### src/rtl/u2u8_pkg.sv
// shared types, constants and utf-8 encode helpers for the utf-16 to utf-8 transcoder
// no dependencies
`default_nettype none

package u2u8_pkg;

    localparam int QDEPTH = 2;

    localparam logic [15:0] HI_FIRST = 16'hD800;
    localparam logic [15:0] HI_LAST  = 16'hDBFF;
    localparam logic [15:0] LO_FIRST = 16'hDC00;
    localparam logic [15:0] LO_LAST  = 16'hDFFF;

    localparam logic [20:0] CP_REPL   = 21'h00FFFD;
    localparam logic [20:0] SUPP_BASE = 21'h010000;
    localparam logic [20:0] LIM1      = 21'h00007F;
    localparam logic [20:0] LIM2      = 21'h0007FF;
    localparam logic [20:0] LIM3      = 21'h00FFFF;

    localparam logic [7:0] LEAD2 = 8'hC0;
    localparam logic [7:0] LEAD3 = 8'hE0;
    localparam logic [7:0] LEAD4 = 8'hF0;
    localparam logic [7:0] CONT  = 8'h80;

    localparam logic [2:0] LEN_NONE = 3'd0;
    localparam logic [2:0] LEN_1    = 3'd1;
    localparam logic [2:0] LEN_2    = 3'd2;
    localparam logic [2:0] LEN_3    = 3'd3;
    localparam logic [2:0] LEN_4    = 3'd4;

    typedef struct packed {
        logic        pre_repl;
        logic [2:0]  cp_len;
        logic [20:0] cp;
        logic        str_end;
    } t_job;

    function automatic logic [2:0] f_utf8_len(input logic [20:0] cp);
        logic [2:0] len;
        if (cp <= LIM1) begin
            len = LEN_1;
        end else if (cp <= LIM2) begin
            len = LEN_2;
        end else if (cp <= LIM3) begin
            len = LEN_3;
        end else begin
            len = LEN_4;
        end
        return len;
    endfunction

    function automatic logic [7:0] f_utf8_byte(input logic [20:0] cp, input logic [2:0] len,
                                               input logic [1:0] j);
        logic [7:0] b;
        b = 8'h00;
        case (len)
            LEN_1: b = cp[7:0];
            LEN_2: begin
                case (j)
                    2'd0:    b = LEAD2 | {3'b000, cp[10:6]};
                    default: b = CONT | {2'b00, cp[5:0]};
                endcase
            end
            LEN_3: begin
                case (j)
                    2'd0:    b = LEAD3 | {4'b0000, cp[15:12]};
                    2'd1:    b = CONT | {2'b00, cp[11:6]};
                    default: b = CONT | {2'b00, cp[5:0]};
                endcase
            end
            LEN_4: begin
                case (j)
                    2'd0:    b = LEAD4 | {5'b00000, cp[20:18]};
                    2'd1:    b = CONT | {2'b00, cp[17:12]};
                    2'd2:    b = CONT | {2'b00, cp[11:6]};
                    default: b = CONT | {2'b00, cp[5:0]};
                endcase
            end
            default: b = 8'h00;
        endcase
        return b;
    endfunction

endpackage

`default_nettype wire

### src/rtl/u2u8_front.sv
// front end: accepts code units, tracks surrogate and discard state, builds encode jobs
// depends on u2u8_pkg
`default_nettype none

module u2u8_front (
    input  wire logic           i_clk,
    input  wire logic           i_rst_n,
    input  wire logic           i_valid,
    input  wire logic [15:0]    i_code_unit,
    input  wire logic           i_last_unit,
    input  wire logic           i_q_full,
    output logic                o_push,
    output u2u8_pkg::t_job      o_job
);
    import u2u8_pkg::*;

    logic        r_high_pending, n_high_pending;
    logic [9:0]  r_high_bits, n_high_bits;
    logic        r_discarding, n_discarding;

    logic        w_accept;
    logic        w_is_hi;
    logic        w_is_lo;
    logic        w_enc;
    logic [20:0] w_cp;
    t_job        w_job;

    assign w_accept = i_valid && !i_q_full;
    assign w_is_hi  = (i_code_unit >= HI_FIRST) && (i_code_unit <= HI_LAST);
    assign w_is_lo  = (i_code_unit >= LO_FIRST) && (i_code_unit <= LO_LAST);

    always_comb begin
        n_high_pending = r_high_pending;
        n_high_bits    = r_high_bits;
        n_discarding   = r_discarding;
        w_enc          = 1'b0;
        w_cp           = CP_REPL;
        w_job          = '0;
        if (!r_discarding) begin
            n_high_pending = 1'b0;
            n_high_bits    = 10'd0;
            if (r_high_pending && w_is_lo) begin
                w_enc = 1'b1;
                w_cp  = SUPP_BASE + {1'b0, r_high_bits, i_code_unit[9:0]};
            end else begin
                w_job.pre_repl = r_high_pending;
                if (i_code_unit == 16'h0000) begin
                    n_discarding = 1'b1;
                end else if (w_is_hi) begin
                    if (i_last_unit) begin
                        w_enc = 1'b1;
                    end else begin
                        n_high_pending = 1'b1;
                        n_high_bits    = i_code_unit[9:0];
                    end
                end else if (w_is_lo) begin
                    w_enc = 1'b1;
                end else begin
                    w_enc = 1'b1;
                    w_cp  = {5'b00000, i_code_unit};
                end
            end
        end
        if (i_last_unit) begin
            n_high_pending = 1'b0;
            n_high_bits    = 10'd0;
            n_discarding   = 1'b0;
        end
        w_job.str_end = i_last_unit;
        w_job.cp      = w_cp;
        w_job.cp_len  = w_enc ? f_utf8_len(w_cp) : LEN_NONE;
    end

    always_ff @(posedge i_clk) begin
        if (!i_rst_n) begin
            r_high_pending <= 1'b0;
            r_high_bits    <= 10'd0;
            r_discarding   <= 1'b0;
        end else if (w_accept) begin
            r_high_pending <= n_high_pending;
            r_high_bits    <= n_high_bits;
            r_discarding   <= n_discarding;
        end
    end

    assign o_push = w_accept && (w_job.pre_repl || w_enc || i_last_unit);
    assign o_job  = w_job;

endmodule

`default_nettype wire

### src/rtl/u2u8_queue.sv
// short job queue between the front and back ends
// depends on u2u8_pkg
`default_nettype none

module u2u8_queue (
    input  wire logic           i_clk,
    input  wire logic           i_rst_n,
    input  wire logic           i_push,
    input  wire u2u8_pkg::t_job i_job,
    output logic                o_full,
    input  wire logic           i_pop,
    output u2u8_pkg::t_job      o_job,
    output logic                o_empty
);
    import u2u8_pkg::*;

    localparam int AW = (QDEPTH > 1) ? $clog2(QDEPTH) : 1;
    localparam int CW = $clog2(QDEPTH + 1);
    localparam logic [AW-1:0] LAST_PTR = AW'(QDEPTH - 1);
    localparam logic [CW-1:0] FULL_CNT = CW'(QDEPTH);

    t_job          r_mem [QDEPTH];
    logic [AW-1:0] r_wr_ptr;
    logic [AW-1:0] r_rd_ptr;
    logic [CW-1:0] r_count;

    assign o_full  = (r_count == FULL_CNT);
    assign o_empty = (r_count == '0);
    assign o_job   = r_mem[r_rd_ptr];

    always_ff @(posedge i_clk) begin
        if (i_push) begin
            r_mem[r_wr_ptr] <= i_job;
        end
    end

    always_ff @(posedge i_clk) begin
        if (!i_rst_n) begin
            r_wr_ptr <= '0;
            r_rd_ptr <= '0;
            r_count  <= '0;
        end else begin
            if (i_push) begin
                r_wr_ptr <= (r_wr_ptr == LAST_PTR) ? '0 : r_wr_ptr + AW'(1);
            end
            if (i_pop) begin
                r_rd_ptr <= (r_rd_ptr == LAST_PTR) ? '0 : r_rd_ptr + AW'(1);
            end
            case ({i_push, i_pop})
                2'b10:   r_count <= r_count + CW'(1);
                2'b01:   r_count <= r_count - CW'(1);
                default: r_count <= r_count;
            endcase
        end
    end

endmodule

`default_nettype wire

### src/rtl/u2u8_back.sv
// back end: walks a job one utf-8 byte per cycle into the output register while i_stall does not hold it
// depends on u2u8_pkg
`default_nettype none

module u2u8_back (
    input  wire logic           i_clk,
    input  wire logic           i_rst_n,
    input  wire logic           i_head_valid,
    input  wire u2u8_pkg::t_job i_job,
    output logic                o_pop,
    output logic                o_valid,
    input  wire logic           i_stall,
    output logic [7:0]          o_utf8_byte,
    output logic                o_byte_valid,
    output logic                o_string_end
);
    import u2u8_pkg::*;

    logic [2:0] r_idx, n_idx;
    logic       r_o_valid;
    logic [7:0] r_o_byte;
    logic       r_o_byte_valid;
    logic       r_o_string_end;

    logic       w_adv;
    logic       w_load;
    logic [2:0] w_total;
    logic       w_last_byte;
    logic [2:0] w_j;
    logic [7:0] w_byte;
    logic       w_byte_valid;

    assign w_adv  = !r_o_valid || !i_stall;
    assign w_load = w_adv && i_head_valid;

    always_comb begin
        w_total = i_job.pre_repl ? (i_job.cp_len + 3'd3) : i_job.cp_len;
        if (w_total == 3'd0) begin
            w_total = 3'd1;
        end
        w_last_byte  = (r_idx == (w_total - 3'd1));
        w_byte_valid = i_job.pre_repl || (i_job.cp_len != LEN_NONE);
        w_j          = i_job.pre_repl ? (r_idx - 3'd3) : r_idx;
        if (!w_byte_valid) begin
            w_byte = 8'h00;
        end else if (i_job.pre_repl && (r_idx < 3'd3)) begin
            w_byte = f_utf8_byte(CP_REPL, LEN_3, r_idx[1:0]);
        end else begin
            w_byte = f_utf8_byte(i_job.cp, i_job.cp_len, w_j[1:0]);
        end
        n_idx = r_idx;
        if (w_load) begin
            n_idx = w_last_byte ? 3'd0 : (r_idx + 3'd1);
        end
    end

    assign o_pop = w_load && w_last_byte;

    always_ff @(posedge i_clk) begin
        if (!i_rst_n) begin
            r_idx     <= 3'd0;
            r_o_valid <= 1'b0;
        end else begin
            r_idx <= n_idx;
            if (w_adv) begin
                r_o_valid <= i_head_valid;
            end
        end
    end

    always_ff @(posedge i_clk) begin
        if (w_load) begin
            r_o_byte       <= w_byte;
            r_o_byte_valid <= w_byte_valid;
            r_o_string_end <= i_job.str_end && w_last_byte;
        end
    end

    assign o_valid      = r_o_valid;
    assign o_utf8_byte  = r_o_byte;
    assign o_byte_valid = r_o_byte_valid;
    assign o_string_end = r_o_string_end;

    a_bare_marks_end: assert property (@(posedge i_clk) disable iff (!i_rst_n)
        (r_o_valid && !r_o_byte_valid) |-> r_o_string_end)
        else $error("bare result without string end");

    a_idx_range: assert property (@(posedge i_clk) disable iff (!i_rst_n)
        r_idx <= 3'd5)
        else $error("byte index out of range");

    a_pop_needs_head: assert property (@(posedge i_clk) disable iff (!i_rst_n)
        o_pop |-> (i_head_valid && (n_idx == 3'd0)))
        else $error("job popped while queue empty or mid-sequence");

endmodule

`default_nettype wire

### src/rtl/utf16_to_utf8_transcoder_top.sv
// top level of the utf-16 to utf-8 transcoder: front end, job queue, back end
// depends on u2u8_pkg, u2u8_front, u2u8_queue, u2u8_back
//
// channel   dir  handshake          payload
// input     in   i_valid / o_stall  i_code_unit[15:0], i_last_unit
// result    out  o_valid / i_stall  o_utf8_byte[7:0], o_byte_valid, o_string_end
//
// the back end sends one byte per cycle from its output register while i_stall is low,
// and each unit yields its bytes: 1 to 3 for a plain unit, 4 for a surrogate pair,
// 3 to 6 when replacement characters come out, and 1 result for a bare end marker
// jobs pass the queue, then the output register; a two-job queue lets new units
// be taken while earlier bytes are still going out, and o_stall rises only when it is full
// reset is synchronous, active low, and clears surrogate, discard and queue state
// i_stall holds the output register; o_stall never depends on i_valid
`default_nettype none

module utf16_to_utf8_transcoder_top (
    input  wire logic        i_clk,
    input  wire logic        i_rst_n,
    input  wire logic        i_valid,
    output logic             o_stall,
    input  wire logic [15:0] i_code_unit,
    input  wire logic        i_last_unit,
    output logic             o_valid,
    input  wire logic        i_stall,
    output logic [7:0]       o_utf8_byte,
    output logic             o_byte_valid,
    output logic             o_string_end
);
    import u2u8_pkg::*;

    logic w_push;
    logic w_full;
    logic w_pop;
    logic w_empty;
    t_job w_in_job;
    t_job w_head_job;

    u2u8_front u_front (
        .i_clk       (i_clk),
        .i_rst_n     (i_rst_n),
        .i_valid     (i_valid),
        .i_code_unit (i_code_unit),
        .i_last_unit (i_last_unit),
        .i_q_full    (w_full),
        .o_push      (w_push),
        .o_job       (w_in_job)
    );

    u2u8_queue u_queue (
        .i_clk   (i_clk),
        .i_rst_n (i_rst_n),
        .i_push  (w_push),
        .i_job   (w_in_job),
        .o_full  (w_full),
        .i_pop   (w_pop),
        .o_job   (w_head_job),
        .o_empty (w_empty)
    );

    u2u8_back u_back (
        .i_clk        (i_clk),
        .i_rst_n      (i_rst_n),
        .i_head_valid (!w_empty),
        .i_job        (w_head_job),
        .o_pop        (w_pop),
        .o_valid      (o_valid),
        .i_stall      (i_stall),
        .o_utf8_byte  (o_utf8_byte),
        .o_byte_valid (o_byte_valid),
        .o_string_end (o_string_end)
    );

    assign o_stall = w_full;

endmodule

`default_nettype wire

### config.mk
export PLATFORM = sky130hd
export DESIGN_NAME = utf16_to_utf8_transcoder_top
export DESIGN_NICKNAME = d
export VERILOG_FILES = /design/src/rtl/u2u8_pkg.sv /design/src/rtl/u2u8_front.sv /design/src/rtl/u2u8_queue.sv /design/src/rtl/u2u8_back.sv /design/src/rtl/utf16_to_utf8_transcoder_top.sv
export SDC_FILE = /design/constraint.sdc
export NUM_CORES = 1
export LEC_CHECK = 0
export CORE_MARGIN = 4
export CORE_UTILIZATION = 65
export CTS_CLUSTER_DIAMETER = 100
export DETAILED_ROUTE_END_ITERATION = 8
export DONT_BUFFER_PORTS = 1
export GPL_TIMING_DRIVEN = 0
export PLACE_DENSITY = 0.81
export SYNTH_ARGS = -nofsm -noshare
export SYNTH_HDL_FRONTEND = slang
export SYNTH_SLANG_ARGS = --single-unit
### constraint.sdc
create_clock -name i_clk -period 6.25 [get_ports i_clk]
set_input_delay 0.3125 -clock i_clk [delete_from_list [all_inputs] [get_ports i_clk]]
set_output_delay 0.3125 -clock i_clk [all_outputs]
set_load 0.05 [all_outputs]
Word level (Yosys, flattened, before mapping)
Memories as Yosys holds them, arrays and structs flattened. A register that Yosys moved wholly into a read port is not among the register bits.
Index checks and enable logic that the tools add are counted.
{"block": "word_totals", "rom_bits": 0, "input_bits": 21, "ram_bits": 52, "ff_bits": 30, "latchBits": 0, "elab_cells": 113, "memories": 1}
{"block": "op_classes", "n_bitwise": 0, "div": 0, "reduce_logical": 25, "n_mux": 47, "eq_ne": 12, "addsub": 9, "order_cmp": 8, "mul": 0, "shifts": 0}
{"memory": "u_queue.r_mem", "words": 2, "width": 26, "rd": 1, "rd_ports_with_merged_regs": 1, "write_ports": 1, "line": "u2u8_queue.sv:22", "rtl": "t_job r_mem [QDEPTH];"}
{"cell": "21-bit 2-to-1 mux", "count": 4}
{"cell": "10-bit 2-to-1 mux", "count": 5}
{"cell": "16-bit >= comparator, second input constant", "count": 2}
{"cell": "16-bit less-or-equal comparator, second input constant", "count": 2}
{"cell": "8-bit one-hot mux with 4 select lines", "count": 1}
{"cell": "7-bit one-hot mux with 2 select lines", "count": 2}
{"cell": "1-bit 2-to-1 mux", "count": 22}
{"cell": "17-bit by 20-bit adder with 21-bit output, first input constant", "count": 1}
{"cell": "21-bit by 11-bit less-or-equal comparator with 1-bit output, second input constant", "count": 1}
{"cell": "21-bit by 16-bit less-or-equal comparator with 1-bit output, second input constant", "count": 1}
{"cell": "21-bit by 7-bit less-or-equal comparator with 1-bit output, second input constant", "count": 1}
{"cell": "3-bit 2-to-1 mux", "count": 7}
{"cell": "7-bit one-hot mux with 3 select lines", "count": 1}
{"cell": "16-bit zero test", "count": 1}
{"cell": "16-bit 2-to-1 mux", "count": 1}
{"cell": "1-bit logical AND", "count": 9}
{"cell": "8-bit 2-to-1 mux", "count": 1}
{"cell": "7-bit 2-to-1 mux", "count": 1}
{"cell": "2-bit by 1-bit == test with 1-bit output, second input constant", "count": 3}
{"cell": "2-bit == test, second input constant", "count": 3}
{"cell": "3-bit by 2-bit == test with 1-bit output, second input constant", "count": 2}
{"cell": "2-bit zero test", "count": 3}
{"cell": "1-bit zero test", "count": 4}
{"cell": "1-bit logical OR", "count": 4}
{"cell": "18 further kinds", "count": 19}

Logic depth before layout (Yosys ltp)
Gate-level depths: netlist of the first run.
{"block": "depth", "depth_word": 12, "depth_mapped": 19, "depth_no_buf": 16}

By module
From an unflattened synthesis of the first run, not the netlist that was laid out.
{"block": "unflattened", "cells_unflattened": 413, "hier_area_um2": 4620.7}
{"mod": "u2u8_queue", "seq_area_each_um2": 1661.6, "area_per_inst_um2": 2085.8, "cells_each": 103, "instances": 1}
{"mod": "u2u8_back", "seq_area_each_um2": 380.4, "area_per_inst_um2": 1503.9, "cells_each": 179, "instances": 1}
{"mod": "u2u8_front", "seq_area_each_um2": 240.2, "area_per_inst_um2": 1027.2, "cells_each": 130, "instances": 1}
{"mod": "utf16_to_utf8_transcoder_top", "seq_area_each_um2": 0.0, "area_per_inst_um2": 3.8, "cells_each": 1, "instances": 1}

Worst setup path after synthesis of the first run
Ideal clock, no wire load.
{"block": "synth_path", "path_kind": "register -> register", "startpoint": "register with a tool-made name", "endpoint": "register u_queue.r_count[1]", "slack_ns": 1.986, "synth_period_minus_slack_ns": 4.264, "arrival_time_ns": 4.189, "n_path_buf": 3, "path_stages_with_launch": 18, "cell_sequence": "dfxtp_1 > buf_2 > buf_2 > buf_2 > mux2i_1 > ha_1 > a211o_1 > and2_1 > a31oi_1 > ha_1 > xnor2_1 > nor3_1 > nand3_1 > mux2_2 > a21oi_1 > ha_1 > or3_1 > a21boi_0"}
{"item": "to (signal assigned)", "line": "u2u8_queue.sv:50", "rtl": "2'b10: r_count <= r_count + CW'(1);"}
{"item": "to (signal assigned)", "line": "u2u8_queue.sv:51", "rtl": "2'b01: r_count <= r_count - CW'(1);"}
{"item": "to (signal assigned)", "line": "u2u8_queue.sv:52", "rtl": "default: r_count <= r_count;"}
{"item": "to (decl)", "line": "u2u8_queue.sv:25", "rtl": "logic [CW-1:0] r_count;"}

==> results.toml, run 1 <==
[status]
status = "finished clean"

[global_routing]
grt.busiest_layer = "met2"
grt_pass1_wl_mm = 15.0
grt_start_max_net_pins = 16
use_met2_pct = 37.4
via_count_of_the_first_global_routing_pass = 3041
track_usage_pct = 23.3
met3_grt_util_pct = 7.17
grtUsageMet1_pct = 30.0
antenna_found_initial = 0
grt.overflow.total = 0

[cts]
cts.path.max_buffers = 2
cts-resized-gates = 0
hold_buffers = 0
clkSlewWorstSetupHoldPaths_ns = 0.09
cts_setup_buffers = 0
cts_htree_levels = 3
clk_root_buffer_cell = "clkbuf_8"
cts.sink_count = 83
clkLatencyLatePin_ns = 0.36
cts_buffers = 9
cts_tree = "built"

[synthesis]
yosysWarningCount = 0
ys_async_sr_fraction_pct = 0
ys_ff_latch = 83
post_synth_instance_area_sq_mm = 0.00444
synth_enable_flop_cells = 62
ys.flop_type = "edfxtp_1"
post-synth-top-area-fraction_pct = 42.0
synth_area_per_cell_sq_um = 10.9
synth_cell_type_count = 57
synth_area_leaders = "edfxtp_1, dfxtp_1, mux2i_1"
synthesized_net_count = 441
synth.yosys.seq_area_share_pct = 51.5
syn-instance-count = 408
netlist.top_cell.by_area = "edfxtp_1"

[die]
die_area_sq_mm = 0.00821
chipHeight_um = 90.6
row_cnt = 29
coreArea_sq_mm = 0.00649
io_pins = 33
fp.dieW_um = 90.6
start_util_pct = 68.3

[power_and_ir_drop]
switching_share_pct = 37.8
internal-power_mw = 1.17
seq_power_share_pct = 45.6
comb_power_share_pct = 31.8
largest_vdd_supply_drop_mv = 0.246
totalPowerFinal_mw = 1.88
cellPowerDensity_mw_per_mm2 = 393
power_leakage_nw = 1.65
clock_power_share_pct = 22.6
switching_power_summed_over_all_nets_mw = 0.711

[critical_path]
worst-path-buf-inv = 3
cp.required_ns = 6.54
crit_cells = 17
timing.critical_path.fanout_max = 10
slowest_delay_ns = 0.45
timing_worst_setup_path_type = "flip-flop to flip-flop"
timing.critical_path.from_type = "flip-flop"
regToRegEndpoint = "u_queue.r_count[1]"
worst_setup_path_end_kind = "flip-flop"
timing.reg2reg.setup_slack_ns = 1.20
critical_path_arrival_ns = 5.34
crit_path_cells = "buf_2 -> buf_2 -> buf_2 -> mux2i_1 -> ha_1 -> a211o_1 -> and2_1 -> a31oi_1 -> ha_1 -> xnor2_1 -> nor3_1 -> nand3_1 -> mux2_2 -> a21oi_1 -> ha_1 -> or3_1 -> a21boi_0"
cpMaxStageDelayCell = "mux2i_1"
r2r_worst_path_depth = 17
critPathTopFamily = "compound AO/OA/AOI/OAI gates"

[layout]
n_fill_cell = 447
final-seq-area_sq_mm = 0.00228
layout-drive-gt1-share_pct = 11.5
nNetsFinal = 454
area_delta_synth_final_pct = 8.01
area_of_combinational_cells_with_multiple_inputs_sq_mm = 0.00202
finish.instance_area_sq_mm = 0.00479
n_antenna_cell = 0

[worst_hold_path]
worst_hold_path.num_cells = 0
worstHoldEndpoint = "u_queue.r_mem[0][0]"
min_from = "i_last_unit"
hp-class = "input port to flip-flop"

[timing]
minimum_period_implied_by_the_final_worst_setup_slack_ns = 5.05
final_hold_slack_ns = 0.0479
final-setup-viol-count = 0
accumulated_negative_setup_slack_ns = 0
drv_slew = 0
timing.slew.headroom_pct = 32.3
maxClockFrequency_mhz = 198
hold_viol = 0
rsz0062_at_grt = "false"
clock_skew_ns = 0.0110
max_slew.worst_pin.slew_ns = 1.01
final.period_utilization_pct = 80.8

[route]
viasPerCell = 6.35
route.detailed.drc = 0
route.antenna.remaining_nets = 0
detailroute.via_count = 3194
dr.pass1.iters = 5
total_routed_wirelength_mm = 9.18
drt-initial-drc-count = 256
drt-wirelength-per-cell_um = 18.2

[run]
maximum_capacitance_violations = 0

[place]
detailed_place_hpwl_mm = 6.89
placed_area_sq_mm = 0.00457
number_of_port_buffers = 0
globalplace.congestion = 0.964
-- cells in the mapped netlist, drive strengths merged (4+ instances only) --
| library cell | n |
|---|---|
| clkbuf | 7 |
| a21oi | 20 |
| nor3 | 7 |
| edfxtp | 62 |
| a211oi | 8 |
| dfxtp | 21 |
| nand4 | 5 |
| a31oi | 5 |
| ha | 12 |
| xnor2 | 8 |
| inv | 10 |
| nor2b | 20 |
| mux2 | 11 |
| a22oi | 10 |
| nand2 | 34 |
| nand3 | 10 |
| o21ai | 20 |
| nor2 | 33 |
| nand2b | 12 |
| buf | 10 |
| xor2 | 4 |
| mux2i | 25 |
| o22ai | 5 |
| and2 | 8 |
-- worst reg2reg max path, delay by kind of cell (launching register included) --
family                   cells  cell delay [ns]
AO/OA/AOI/OAI                4             1.03
XOR/XNOR                     1             0.16
adder cells (fa/ha/maj)      3             0.95
buffers and inverters        3             0.89
flip-flops                   1             0.38
multiplexers                 2             0.77
AND/OR/NAND/NOR              4             0.78
-- state kept, by name, indices dropped and copies added, names as in the netlist, named ones only --
register / count
u_back.o_byte_valid: 1
u_queue.r_count: 2
u_back.o_utf8_byte: 8
u_queue.r_rd_ptr: 1
u_queue.r_wr_ptr: 1
u_front.r_high_pending: 1
u_queue.r_mem: 52
u_front.r_high_bits: 10
u_back.r_idx: 3
u_back.o_valid: 1
u_front.r_discarding: 1
u_back.o_string_end: 1
-- how the worst max path moves through the flow --
| stage | to |
|---|---|
| floorplan | u_queue.r_count[1] |
| global route | u_queue.r_count[1] |
| finish | u_queue.r_count[1] |
| detailed placement | u_queue.r_count[1] |
| CTS | u_queue.r_count[1] |
| global placement | u_queue.r_count[1] |
-- routing by layer --
layer / wire (um) / up-vias / part of all wire [%]
li1: - / 1546 / -
met1: 4000 / 1501 / 44
met2: 4390 / 125 / 48
met3: 652 / 22 / 7.1
met4: 134 / 0 / 1.5
met5: 0 / - / 0
-- cells in the final DEF, fill, tap and decap left out, types with 3 or more instances in the layout --
cell type,n
inv_1,10
dfxtp_1,21
ha_1,12
xnor2_1,7
edfxtp_1,62
o22ai_1,5
clkbuf_8,9
a21oi_1,19
a211oi_1,8
a31oi_1,5
a221oi_1,3
nor4_1,3
o21ai_0,18
or3_1,3
a22oi_1,10
clkbuf_1,7
nand2b_1,12
mux2_2,10
mux2i_1,25
nand2_1,34
and2_1,8
xor2_1,4
nand3_1,10
nand4_1,5
nor2_1,30
a21boi_0,3
nor2b_1,20
buf_6,3
buf_2,6
nor3_1,7
-- final cells by class --
| type | instances | share of cell area, % |
|---|---|---|
| Clock buffer | 9 | 2.59 |
| Tap cell | 77 | 2.01 |
| Inverter | 11 | 0.862 |
| Timing Repair Buffer | 2 | 0.627 |
| Multi-Input combinational cell | 297 | 42.2 |
| Sequential cell | 83 | 47.6 |
| Clock inverter | 7 | 2.09 |
| Buffer | 17 | 1.96 |
-- power groups by stage --
stage	registers (mW)	clock network, mW	logic (mW)
6_report	0.858	0.425	0.598
5_1_grt	0.865	0.461	0.650
4_1_cts	0.859	0.431	0.590
3_5_place_dp	0.872	0	0.585
3_3_place_gp	0.869	0	0.564
2_1_floorplan	0.862	0	0.465
-- stage by stage --
stage | std cells | setup WS (ns) | utilization (%)
floorplan | 408 | 1.99 | -
global placement | 485 | 1.39 | 69.8
detailed placement | 487 | 1.33 | 70.3
CTS | 503 | 1.29 | 73.8
global route | 503 | 0.967 | 73.8
finish | 503 | 1.20 | 73.8
-- kinds of logic after synthesis --
family | Yosys count | share of synthesized area, %
mux | 37 | 9.03
xor+xnor | 12 | 2.79
flops | 83 | 51.5
compound gates | 92 | 13.7
simple gates | 144 | 16.6
fa+ha+maj | 12 | 3.38
buf+inv | 28 | 3.05
Power figures use the tool's default switching activity.
==> run 2: changes to the inputs <==
--- a/config.mk
+++ b/config.mk
@@ -6,12 +6,12 @@
 export NUM_CORES = 1
 export LEC_CHECK = 0
 export CORE_MARGIN = 4
-export CORE_UTILIZATION = 65
+export CORE_UTILIZATION = 64
 export CTS_CLUSTER_DIAMETER = 100
 export DETAILED_ROUTE_END_ITERATION = 8
 export DONT_BUFFER_PORTS = 1
 export GPL_TIMING_DRIVEN = 0
-export PLACE_DENSITY = 0.81
+export PLACE_DENSITY = 0.8
 export SYNTH_ARGS = -nofsm -noshare
 export SYNTH_HDL_FRONTEND = slang
 export SYNTH_SLANG_ARGS = --single-unit
==> constraint.sdc (replaced) <==
create_clock -name i_clk -period 5 [get_ports i_clk]
set_input_delay 0.25 -clock i_clk [delete_from_list [all_inputs] [get_ports i_clk]]
set_output_delay 0.25 -clock i_clk [all_outputs]
set_load 0.05 [all_outputs]
==> results.toml, run 2 (synthesis gave the netlist of run 1 again) <==
[place]
globalplace.congestion = 0.913
placed_area_sq_mm = 0.00457
number_of_port_buffers = 0
detailed_place_hpwl_mm = 6.87

[layout]
final_cell_mix = "edfxtp_1, nand2_1, nor2_1"
area_delta_synth_final_pct = 9.20
layout-drive-gt1-share_pct = 12.4
n_fill_cell = 469
n_antenna_cell = 0
layout_commonest_cell = "edfxtp_1"
top_register = "u_queue.r_mem"
final-seq-area_sq_mm = 0.00228
nNetsFinal = 455
largest_register_ffs = 52
finish.instance_area_sq_mm = 0.00484
area_of_combinational_cells_with_multiple_inputs_sq_mm = 0.00205

[timing]
clock_skew_ns = 0.00658
rsz0062_at_grt = "false"
final-setup-viol-count = 0
drv_slew = 0
minimum_period_implied_by_the_final_worst_setup_slack_ns = 4.72
max_slew.worst_pin.slew_ns = 1.00
accumulated_negative_setup_slack_ns = 0
timing.slew.headroom_pct = 33.2
final.period_utilization_pct = 94.5
maxClockFrequency_mhz = 212
hold_viol = 0

[critical_path]
timing_worst_setup_path_type = "flip-flop to flip-flop"
critical_path_arrival_ns = 5.01
r2r_worst_path_depth = 17
worst-path-buf-inv = 3
cpMaxStageDelayCell = "dfxtp_1"
timing.critical_path.fanout_max = 10
worst_setup_path_end_kind = "flip-flop"
cp.required_ns = 5.29
slowest_delay_ns = 0.38
critPathTopFamily = "compound AO/OA/AOI/OAI gates"
crit_path_frequent_cell = "ha_1"
crit_cells = 17
timing.critical_path.from_type = "flip-flop"
crit_path_cells = "buf_2 -> clkbuf_4 -> clkbuf_4 -> mux2i_4 -> ha_1 -> a211o_1 -> and2_1 -> a31oi_1 -> ha_1 -> xnor2_1 -> nor3_1 -> nand3_1 -> mux2_2 -> a21oi_2 -> ha_1 -> or3_1 -> a21boi_0"

[global_routing]
antenna_found_initial = 0
grt_start_max_net_pins = 17
track_usage_pct = 23.3
via_count_of_the_first_global_routing_pass = 3212
grt.overflow.total = 0
grt_pass1_wl_mm = 15.3

[power_and_ir_drop]
power_leakage_nw = 1.66
cellPowerDensity_mw_per_mm2 = 495
largest_vdd_supply_drop_mv = 0.262

[die]
fp.dieW_um = 91.3
die_area_sq_mm = 0.00833
start_util_pct = 65.6
chipHeight_um = 91.3
io_pins = 33
row_cnt = 30
coreArea_sq_mm = 0.00676

[cts]
cts_buffers = 9
cts.sink_count = 83
cts.path.max_buffers = 2
clkSlewWorstSetupHoldPaths_ns = 0.09
clk_root_buffer_cell = "clkbuf_8"
cts_tree = "built"
clkLatencyLatePin_ns = 0.35
cts_htree_levels = 3

[status]
status = "finished clean"

[worst_hold_path]
hp-class = "input port to flip-flop"
worst_hold_path.num_cells = 3

[route]
route.antenna.remaining_nets = 0
total_routed_wirelength_mm = 9.27
drt-initial-drc-count = 228
drt-wirelength-per-cell_um = 18.3
dr.pass1.iters = 5
detailroute.via_count = 3246
viasPerCell = 6.40
route.detailed.drc = 0

[run]
maximum_capacitance_violations = 0
run 2: cell types whose count changed in the layout (fill, tap and decap cells not counted), sizes merged:
cell and delta:
inv +3, buf -2, clkbuf +2, clkinv -2, clkinvlp -1, dlygate4sd3 +1
run 2: cell type report:
type | count | share of cell area, %
flip-flops and latches | 83 | 47.1
multi-input cells | 297 | 42.4
clock buffers | 9 | 2.56
clock inverters | 7 | 2.17
well taps | 80 | 2.07
plain buffers | 17 | 2.04
inverters | 11 | 0.852
repair buffers | 3 | 0.827
run 2: power by group:
group          total (mW)  internal (mW)  switching, mW
Combinational       0.763          0.299          0.464
Sequential           1.07          0.886          0.187
Clock               0.559          0.291          0.268
Total                2.40           1.48          0.919
run 2: per-stage QoR:
step           utilization [%]  total power [mW]  hold slack (ns)  cells  setup slack, ns
2_1_floorplan                -              1.66            0.349    408            0.736
3_3_place_gp              67.1              1.79            0.349    488            0.167
3_5_place_dp              67.6              1.82            0.349    490           0.0415
4_1_cts                   71.2              2.37           0.0472    507          0.00154
5_1_grt                   71.7              2.51           0.0427    507           0.0230
6_report                  71.7              2.40           0.0533    507            0.277
run 2: what timing repair did:
action / in CTS / in global routing
hold endpoints to repair: 2 / 0
hold buffers: 1 / 0
setup buffers: 0 / 0
setup endpoints to repair: 0 / 2
resized for setup: 0 / 7
run 2: path summary, 6_finish.rpt:
path,from,to,slack [ns]
worst max-delay path,flip-flop,u_queue.r_count[1],0.28
worst min-delay path,i_last_unit,u_front.r_discarding,0.05
worst max register to register,flip-flop,u_queue.r_count[1],0.28
worst min register to register,u_front.r_high_bits[0],u_front.r_high_bits[0],0.54
run 2: tightest hold or removal path: stages:
cell and delay [ns]:
nand2_1 0.03, nand2_1 0.05, a21oi_1 0.03
run 2: metal layers:
layer  wire (um)  global-route usage, %
met2        4470                   38.4
met5           0                      0
met1        3930                   30.3
met4         224                   10.2
met3         645                   4.06
